## src/mec_pkg.sv

```systemverilog
// shared types and constants for the mandelbrot escape counter
`default_nettype none

package mec_pkg;

  // default point format: signed Q4.28
  localparam int DATA_WIDTH_DEF = 32;
  localparam int FRAC_BITS_DEF  = 28;

  // iteration count and limit register
  localparam int COUNT_W = 16;
  localparam logic [COUNT_W-1:0] MAX_ITER_RESET = 16'd256;

  // intermediate products are carried as 64-bit signed values
  localparam int ACC_W = 64;
  localparam int MAG_W = 62;
  localparam logic [MAG_W-1:0] SQ_CAP = {MAG_W{1'b1}};

  // operation issued to the shared multiplier
  typedef enum logic [1:0] {
    MUL_SQ_RE,
    MUL_SQ_IM,
    MUL_CROSS
  } mul_op_t;

  // iteration sequencer states
  typedef enum logic [2:0] {
    ST_IDLE,
    ST_SQ_RE,
    ST_SQ_IM,
    ST_CROSS,
    ST_CHECK,
    ST_DONE
  } state_t;

  // finished count handed from the core to the output stage
  typedef struct packed {
    logic               valid;
    logic [COUNT_W-1:0] count;
  } core_result_t;

endpackage

`default_nettype wire

```

## src/mandelbrot_escape_count.sv

```systemverilog
// top level: stream ports, limit register and output register
//
// Usage: one point c per slave transaction, c_real in the low DATA_WIDTH
// bits of s_axis_tdata and c_imag above it, both signed with FRAC_BITS
// fraction bits. Each point gives one master transaction carrying its
// escape-time count in m_axis_tdata.
// The limit register is written through cfg_we/cfg_wdata; the user must
// write it only while idle, as the block itself does not enforce it.
// One shared multiplier serves re^2, im^2 and 2*re*im in turn, through the
// states SQ_RE, SQ_IM and CROSS, then CHECK, for each iteration.
// s_axis_tready is high only while the sequencer is idle and out of reset,
// so one point is in work at a time; the next point can be accepted only
// after the result of the previous one has left the core.
// Reset clears the sequencer and output valid and sets the limit to 256.
// When the receiver stalls the count waits in the output register; a
// further point may be accepted meanwhile and its result waits in the
// core until the output register is free.
`default_nettype none

module mandelbrot_escape_count #(
  parameter int DATA_WIDTH = mec_pkg::DATA_WIDTH_DEF,
  parameter int FRAC_BITS  = mec_pkg::FRAC_BITS_DEF
) (
  input  wire                                         clk,
  input  wire                                         rst,
  // slave channel
  input  wire                                         s_axis_tvalid,
  output logic                                        s_axis_tready,
  // tdata fields from bit 0: c_real, c_imag, zero fill
  input  wire logic [((2*DATA_WIDTH+7)/8)*8-1:0]      s_axis_tdata,
  // master channel
  output logic                                        m_axis_tvalid,
  input  wire                                         m_axis_tready,
  // tdata fields from bit 0: iteration_count
  output logic [mec_pkg::COUNT_W-1:0]                 m_axis_tdata,
  // configuration
  input  wire                                         cfg_we,
  input  wire logic [mec_pkg::COUNT_W-1:0]            cfg_wdata
);

  logic [mec_pkg::COUNT_W-1:0] max_iterations;
  logic                        core_idle;
  logic                        out_free;
  mec_pkg::core_result_t       core_res;

  // iteration limit register
  always_ff @(posedge clk) begin
    if (rst) begin
      max_iterations <= mec_pkg::MAX_ITER_RESET;
    end else if (cfg_we) begin
      max_iterations <= cfg_wdata;
    end
  end

  assign s_axis_tready = core_idle && !rst;
  assign out_free      = !m_axis_tvalid || m_axis_tready;

  mec_core #(
    .DATA_WIDTH(DATA_WIDTH),
    .FRAC_BITS (FRAC_BITS)
  ) u_core (
    .clk           (clk),
    .rst           (rst),
    .start         (s_axis_tvalid),
    .c_real        ($signed(s_axis_tdata[DATA_WIDTH-1:0])),
    .c_imag        ($signed(s_axis_tdata[2*DATA_WIDTH-1:DATA_WIDTH])),
    .max_iterations(max_iterations),
    .idle          (core_idle),
    .res           (core_res),
    .res_ready     (out_free)
  );

  // output register toward the master channel
  always_ff @(posedge clk) begin
    if (rst) begin
      m_axis_tvalid <= 1'b0;
    end else if (out_free) begin
      m_axis_tvalid <= core_res.valid;
    end
  end

  always_ff @(posedge clk) begin
    if (out_free && core_res.valid) begin
      m_axis_tdata <= core_res.count;
    end
  end

endmodule

`default_nettype wire

```

## src/mec_mul_unit.sv

```systemverilog
// shared multiplier with floor shift and magnitude saturation
`default_nettype none

module mec_mul_unit #(
  parameter int DATA_WIDTH = mec_pkg::DATA_WIDTH_DEF,
  parameter int FRAC_BITS  = mec_pkg::FRAC_BITS_DEF
) (
  input  wire                                 clk,
  input  wire logic signed [DATA_WIDTH-1:0]   z_re,
  input  wire logic signed [DATA_WIDTH-1:0]   z_im,
  input  wire mec_pkg::mul_op_t               op,
  output logic signed [mec_pkg::ACC_W-1:0]    result
);

  localparam int PW = 2 * DATA_WIDTH;
  localparam int QW = (PW + 1 > mec_pkg::MAG_W + 1) ? PW + 1 : mec_pkg::MAG_W + 1;

  logic signed [DATA_WIDTH-1:0] op_a;
  logic signed [DATA_WIDTH-1:0] op_b;
  logic [DATA_WIDTH-1:0]        mag_a;
  logic [DATA_WIDTH-1:0]        mag_b;

  // registered product
  logic [PW-1:0] prod;
  logic          prod_neg;
  logic          prod_cross;

  logic [PW-1:0]             q_full;
  logic [PW-1:0]             q_cross;
  logic                      rem_full;
  logic                      rem_cross;
  logic [QW-1:0]             q_ext;
  logic                      rnd;
  logic [mec_pkg::MAG_W-1:0] mag;

  // operand select: re*re, im*im or re*im
  always_comb begin
    op_a = (op == mec_pkg::MUL_SQ_IM) ? z_im : z_re;
    op_b = (op == mec_pkg::MUL_SQ_RE) ? z_re : z_im;
    mag_a = op_a[DATA_WIDTH-1] ? (~op_a + 1'b1) : op_a;
    mag_b = op_b[DATA_WIDTH-1] ? (~op_b + 1'b1) : op_b;
  end

  // unsigned magnitude multiply, sign kept aside
  always_ff @(posedge clk) begin
    prod       <= PW'(mag_a) * PW'(mag_b);
    prod_neg   <= op_a[DATA_WIDTH-1] ^ op_b[DATA_WIDTH-1];
    prod_cross <= (op == mec_pkg::MUL_CROSS);
  end

  // floor shift: squares by FRAC_BITS, cross term by one less (times two)
  always_comb begin
    q_full    = prod >> FRAC_BITS;
    q_cross   = prod >> (FRAC_BITS - 1);
    rem_full  = |prod[FRAC_BITS-1:0];
    rem_cross = |prod[FRAC_BITS-2:0];
    rnd       = prod_neg & (prod_cross ? rem_cross : rem_full);
    q_ext     = QW'(prod_cross ? q_cross : q_full) + QW'(rnd);
    mag       = (q_ext > QW'(mec_pkg::SQ_CAP)) ? mec_pkg::SQ_CAP : q_ext[mec_pkg::MAG_W-1:0];
    result    = prod_neg ? -$signed({2'b00, mag}) : $signed({2'b00, mag});
  end

endmodule

`default_nettype wire

```

## src/mec_core.sv

```systemverilog
// iteration sequencer and z registers around the shared multiplier
`default_nettype none

module mec_core #(
  parameter int DATA_WIDTH = mec_pkg::DATA_WIDTH_DEF,
  parameter int FRAC_BITS  = mec_pkg::FRAC_BITS_DEF
) (
  input  wire                                  clk,
  input  wire                                  rst,
  input  wire                                  start,
  input  wire logic signed [DATA_WIDTH-1:0]    c_real,
  input  wire logic signed [DATA_WIDTH-1:0]    c_imag,
  input  wire logic [mec_pkg::COUNT_W-1:0]     max_iterations,
  output logic                                 idle,
  output mec_pkg::core_result_t                res,
  input  wire                                  res_ready
);

  localparam int AW = mec_pkg::ACC_W;
  localparam int SW = mec_pkg::MAG_W + 1;
  localparam logic signed [AW-1:0] ZMAX = (AW'(1) <<< (DATA_WIDTH - 1)) - AW'(1);
  localparam logic signed [AW-1:0] ZMIN = -ZMAX - AW'(1);
  localparam logic [SW-1:0] FOUR = SW'(4) << FRAC_BITS;

  mec_pkg::state_t state;
  mec_pkg::state_t state_next;

  logic signed [DATA_WIDTH-1:0]  c_re;
  logic signed [DATA_WIDTH-1:0]  c_im;
  logic signed [DATA_WIDTH-1:0]  z_re;
  logic signed [DATA_WIDTH-1:0]  z_im;
  logic signed [AW-1:0]          d_re;
  logic signed [AW-1:0]          d_im;
  logic [mec_pkg::COUNT_W-1:0]   count;
  logic [mec_pkg::COUNT_W-1:0]   limit;

  mec_pkg::mul_op_t     op;
  logic signed [AW-1:0] mul_res;
  logic                 cap_d_re;
  logic                 cap_d_im;
  logic                 do_step;
  logic [SW-1:0]        mag_sum;
  logic signed [AW-1:0] re_sum;
  logic signed [AW-1:0] im_sum;
  logic signed [DATA_WIDTH-1:0] z_re_next;
  logic signed [DATA_WIDTH-1:0] z_im_next;

  mec_mul_unit #(
    .DATA_WIDTH(DATA_WIDTH),
    .FRAC_BITS (FRAC_BITS)
  ) u_mul (
    .clk   (clk),
    .z_re  (z_re),
    .z_im  (z_im),
    .op    (op),
    .result(mul_res)
  );

  // escape test and the next z from the finished products
  always_comb begin
    mag_sum = {1'b0, d_re[mec_pkg::MAG_W-1:0]} + {1'b0, d_im[mec_pkg::MAG_W-1:0]};
    re_sum  = d_re - d_im + AW'(c_re);
    im_sum  = mul_res + AW'(c_im);
    if (re_sum > ZMAX) begin
      z_re_next = DATA_WIDTH'(ZMAX);
    end else if (re_sum < ZMIN) begin
      z_re_next = DATA_WIDTH'(ZMIN);
    end else begin
      z_re_next = DATA_WIDTH'(re_sum);
    end
    if (im_sum > ZMAX) begin
      z_im_next = DATA_WIDTH'(ZMAX);
    end else if (im_sum < ZMIN) begin
      z_im_next = DATA_WIDTH'(ZMIN);
    end else begin
      z_im_next = DATA_WIDTH'(im_sum);
    end
  end

  // state register
  always_ff @(posedge clk) begin
    if (rst) begin
      state <= mec_pkg::ST_IDLE;
    end else begin
      state <= state_next;
    end
  end

  // next state and sequencer outputs
  always_comb begin
    state_next = state;
    op         = mec_pkg::MUL_SQ_RE;
    cap_d_re   = 1'b0;
    cap_d_im   = 1'b0;
    do_step    = 1'b0;
    idle       = 1'b0;
    res.valid  = 1'b0;
    res.count  = count;
    case (state)
      mec_pkg::ST_IDLE: begin
        idle = 1'b1;
        if (start) begin
          state_next = mec_pkg::ST_SQ_RE;
        end
      end
      mec_pkg::ST_SQ_RE: begin
        op         = mec_pkg::MUL_SQ_RE;
        state_next = mec_pkg::ST_SQ_IM;
      end
      mec_pkg::ST_SQ_IM: begin
        op         = mec_pkg::MUL_SQ_IM;
        cap_d_re   = 1'b1;
        state_next = mec_pkg::ST_CROSS;
      end
      mec_pkg::ST_CROSS: begin
        op         = mec_pkg::MUL_CROSS;
        cap_d_im   = 1'b1;
        state_next = mec_pkg::ST_CHECK;
      end
      mec_pkg::ST_CHECK: begin
        if ((count < limit) && (mag_sum <= FOUR)) begin
          do_step    = 1'b1;
          state_next = mec_pkg::ST_SQ_RE;
        end else begin
          state_next = mec_pkg::ST_DONE;
        end
      end
      mec_pkg::ST_DONE: begin
        res.valid = 1'b1;
        if (res_ready) begin
          state_next = mec_pkg::ST_IDLE;
        end
      end
      default: begin
        state_next = mec_pkg::ST_IDLE;
      end
    endcase
  end

  // iteration registers
  always_ff @(posedge clk) begin
    if (idle && start) begin
      c_re  <= c_real;
      c_im  <= c_imag;
      z_re  <= c_real;
      z_im  <= c_imag;
      count <= '0;
      limit <= (max_iterations == '0) ? '0 : max_iterations - 1'b1;
    end
    if (cap_d_re) begin
      d_re <= mul_res;
    end
    if (cap_d_im) begin
      d_im <= mul_res;
    end
    if (do_step) begin
      z_re  <= z_re_next;
      z_im  <= z_im_next;
      count <= count + 1'b1;
    end
  end

endmodule

`default_nettype wire

```

## config.mk

```make
export PLATFORM = sky130hd
export DESIGN_NAME = mandelbrot_escape_count
export DESIGN_NICKNAME = d
export VERILOG_FILES = /design/src/mec_pkg.sv /design/src/mandelbrot_escape_count.sv /design/src/mec_mul_unit.sv /design/src/mec_core.sv
export SDC_FILE = /design/constraint.sdc
export NUM_CORES = 2
export LEC_CHECK = 0
export BUFFER_PORTS_ARGS = -buffer_cell sky130_fd_sc_hd__buf_2
export CAP_MARGIN = 0
export CORE_MARGIN = 2
export CORE_UTILIZATION = 45
export DETAILED_ROUTE_END_ITERATION = 6
export PLACE_DENSITY = 0.65
export SETUP_SLACK_MARGIN = 0.5
export SYNTH_ARGS = -nofsm -noshare
export SYNTH_HDL_FRONTEND = slang
export SYNTH_HIERARCHICAL = 1
export SYNTH_SLANG_ARGS = --single-unit
```

## constraint.sdc

```tcl
create_clock -name clk -period 31.2 [get_ports clk]
set_input_delay 4.68 -clock clk [delete_from_list [all_inputs] [get_ports clk]]
set_output_delay 4.68 -clock clk [all_outputs]
set_load 0.03 [all_outputs]
```

==> results.py <==
metrics = {
    "outcome": {
        "outcome": "finished, violations left",
        "violations": "capacitance limit, slew limit",
    },
    "synthesis": {
        "netlist_area_mm2": 0.0673,
        "ys_seq_area_share_pct": 16.1,
        "ys_seq_elements": 390,
        "synth.most_common_cell": "inv_1",
        "synth_cells": 7770,
        "yosysWarnings": 6,
        "yosys-top-cells-area": "fa_1 29%, edfxtp_1 14%, ha_1 8.8%",
        "netlist_top_cells_count": "1,244 x inv_1, 961 x fa_1, 878 x nor2_1",
        "avgSynthCellArea_um2": 8.66,
        "synth_nets": 9290,
        "async_flop_share_pct": 0,
        "ys.flop_type": "edfxtp_1",
        "synth_edf_count": 304,
        "synth_top_area_share_pct": 28.6,
        "yosys.area.top_type": "fa_1",
        "synth_cell_types": 119,
    },
    "route": {
        "vias": 58200,
        "wl_per_cell_um": 25.2,
        "ant_nets": 0,
        "drt_first_pass_iters": 6,
        "drt_iter0_drc": 6350,
        "wl_um": 244000,
        "viasPerCell": 6.01,
        "route.detailed.drc": 0,
    },
    "layout": {
        "drive_above_1_share_pct": 6.17,
        "final_cell_count_no_fill": 9682,
        "areaGrowthSynthToFinish_pct": 6.80,
        "fin_nets": 9233,
        "finish.utilization_pct": 48.5,
    },
    "placed_design": {
        "gp_congestion": 0.987,
        "dp_cells": 9597,
        "hpwl_um": 196000,
        "portBuffers": 102,
    },
    "worst_setup_path": {
        "cpMaxStageDelayCell": "buf_4",
        "worstSetupPathType": "reg -> reg",
        "critical_path.max_fanout": 65,
        "crit_path_start_kind": "flop",
        "cp.arrival_ns": 13.89,
        "worstPathRequired_ns": 31.66,
        "cpPeakStageDelay_ns": 0.65,
        "path_common_cell": "fa_1",
        "endpoint_kind": "flop",
    },
    "clock_network": {
        "cts_tree": "built",
        "cts.clk_slew.worst_paths_ns": 0.06,
        "cts_root_buffer": "clkbuf_16",
        "ctsHtreeMaxLevel": 2,
        "cts-buffers-inserted": 44,
        "cts.sinks": 390,
        "ctsResizeCount": 0,
        "post-cts-setup-buffer-count": 0,
        "cts_hold_buf": 0,
        "clk_latency_ns": 0.63,
        "clk_path_buf_depth": 3,
    },
    "global_routing": {
        "grt_pass1_vias": 57900,
        "use_met2_pct": 49.1,
        "overflow": 0,
        "grt_max_degree": 72,
        "grtUsageMet1_pct": 45.0,
        "grt_use_total_pct": 32.0,
        "top_usage_layer": "met2",
        "use_met3_pct": 6.46,
        "grt_first_pass_wirelength_um": 367000,
        "antenna_found_initial": 16,
    },
    "flow_run": {
        "drv_cap": 1,
    },
    "floorplan": {
        "core_area_mm2": 0.148,
        "rows": 141,
        "dieArea_mm2": 0.153,
        "io_pins": 103,
        "die_w_um": 391,
        "start_util_pct": 45.4,
        "fp.dieH_um": 391,
    },
    "timing": {
        "setup_viol": 0,
        "worst_slew_pin_slew_ns": 1.56,
        "tns_ns": 0,
        "drv_slew": 6,
        "min_period_ns": 13.43,
        "finalHoldViolations": 0,
        "fmax_ghz": 0.0744,
        "rsz0062_at_grt": "no",
        "hold_ws_ns": 0.538,
        "fin_skew_ns": 0.0577,
        "slew_headroom_pct": -4.07,
        "period_share_pct": 43.1,
    },
    "min_path": {
        "hold_path.class": "reg -> reg",
    },
}
[cell usage in the layout (no fill, tap or decap), drive strengths merged, types with 47 or more instances in the layout]
cell type  synthesis  routed
and2              72      72
a21o             122     122
nor4              61      61
a31oi             60      60
clkbuf           280      55
dfxtp             86      86
xor2             162     162
buf               59     237
ha               474     474
edfxtp           304     304
a21oi            404     404
xnor2            227     227
nand2b            63      63
nand3            102     102
nor3             127     127
o211ai            47      47
o21ai            274     274
o21bai            48      48
mux2i            117     117
inv             1244    1249
fa               961     961
nand2            808     808
o21a              80      80
nand4            111     111
nor2             878     878
[worst paths after layout]
kind | from | end | slack (ns) | cells past startpoint
worst max-delay path | u_core/state[1] | u_core/u_mul/prod[62] | 17.77 | 35
worst max register to register | u_core/state[1] | u_core/u_mul/prod[62] | 17.77 | 35
worst min-delay path | u_core/count[10] | m_axis_tdata[10] | 0.54 | 0
worst min register to register | u_core/count[10] | m_axis_tdata[10] | 0.54 | 0
[kinds of logic (layout without fill, tap and decap cells)]
group | after synthesis | after routing | share of synthesized area (%)
mux | 135 | 135 | 2.04
simple gates | 2464 | 2464 | 16.7
xor+xnor | 389 | 389 | 5.09
other cells | 0 | 3 | 0
buf+inv | 1584 | 1563 | 9.12
fa+ha+maj | 1435 | 1435 | 37.4
flops | 390 | 390 | 16.1
compound gates | 1373 | 1373 | 13.5
[per-layer routing]
layer | wire [um] | share of wire, % | vias up
met1 | 104000 | 43 | 29300
met3 | 23100 | 9.4 | 522
li1 | - | - | 25600
met5 | 93 | 0.038 | -
met4 | 10300 | 4.2 | 12
met2 | 107000 | 44 | 2773
[metrics by stage]
step                cell area [um2]  setup WS [ns]
floorplan                     67300          13.82
global placement              70400          18.36
detailed placement            70400          18.04
CTS                           71800          17.97
global route                  71800          17.11
finish                        71800          17.77
[cell type report]
type                       instances  area [um2]
antenna                            3        7.51
timing repair buffer             237        1520
sequential                       390       10900
clock buffer                      55        1210
multi-input combinational       5796       50900
tap                             1930        2410
inverter                        1244        4670
fill                           14200       76200
clock inverter                    27         245
[flip-flops by register name, summed over array words and instances (netlist names), 32 cells and up]
signal,count
u_core/d_im,64
u_core/z_im,32
u_core/c_re,32
u_core/z_re,32
u_core/u_mul/prod,64
u_core/d_re,64
u_core/c_im,32
[worst max-delay path, delay by kind of cell, from the launching register on]
kind	cells	cell delay [ns]
adder cells (fa/ha/maj)	10	4.81
AO/OA/AOI/OAI	7	2.85
AND/OR/NAND/NOR	9	2.55
buffers and inverters	6	1.81
flip-flops	1	0.43
multiplexers	1	0.41
XOR/XNOR	2	0.30
Power is not shown: default switching activity piles up to over one toggle a cycle in this logic, so the estimate is an artifact.
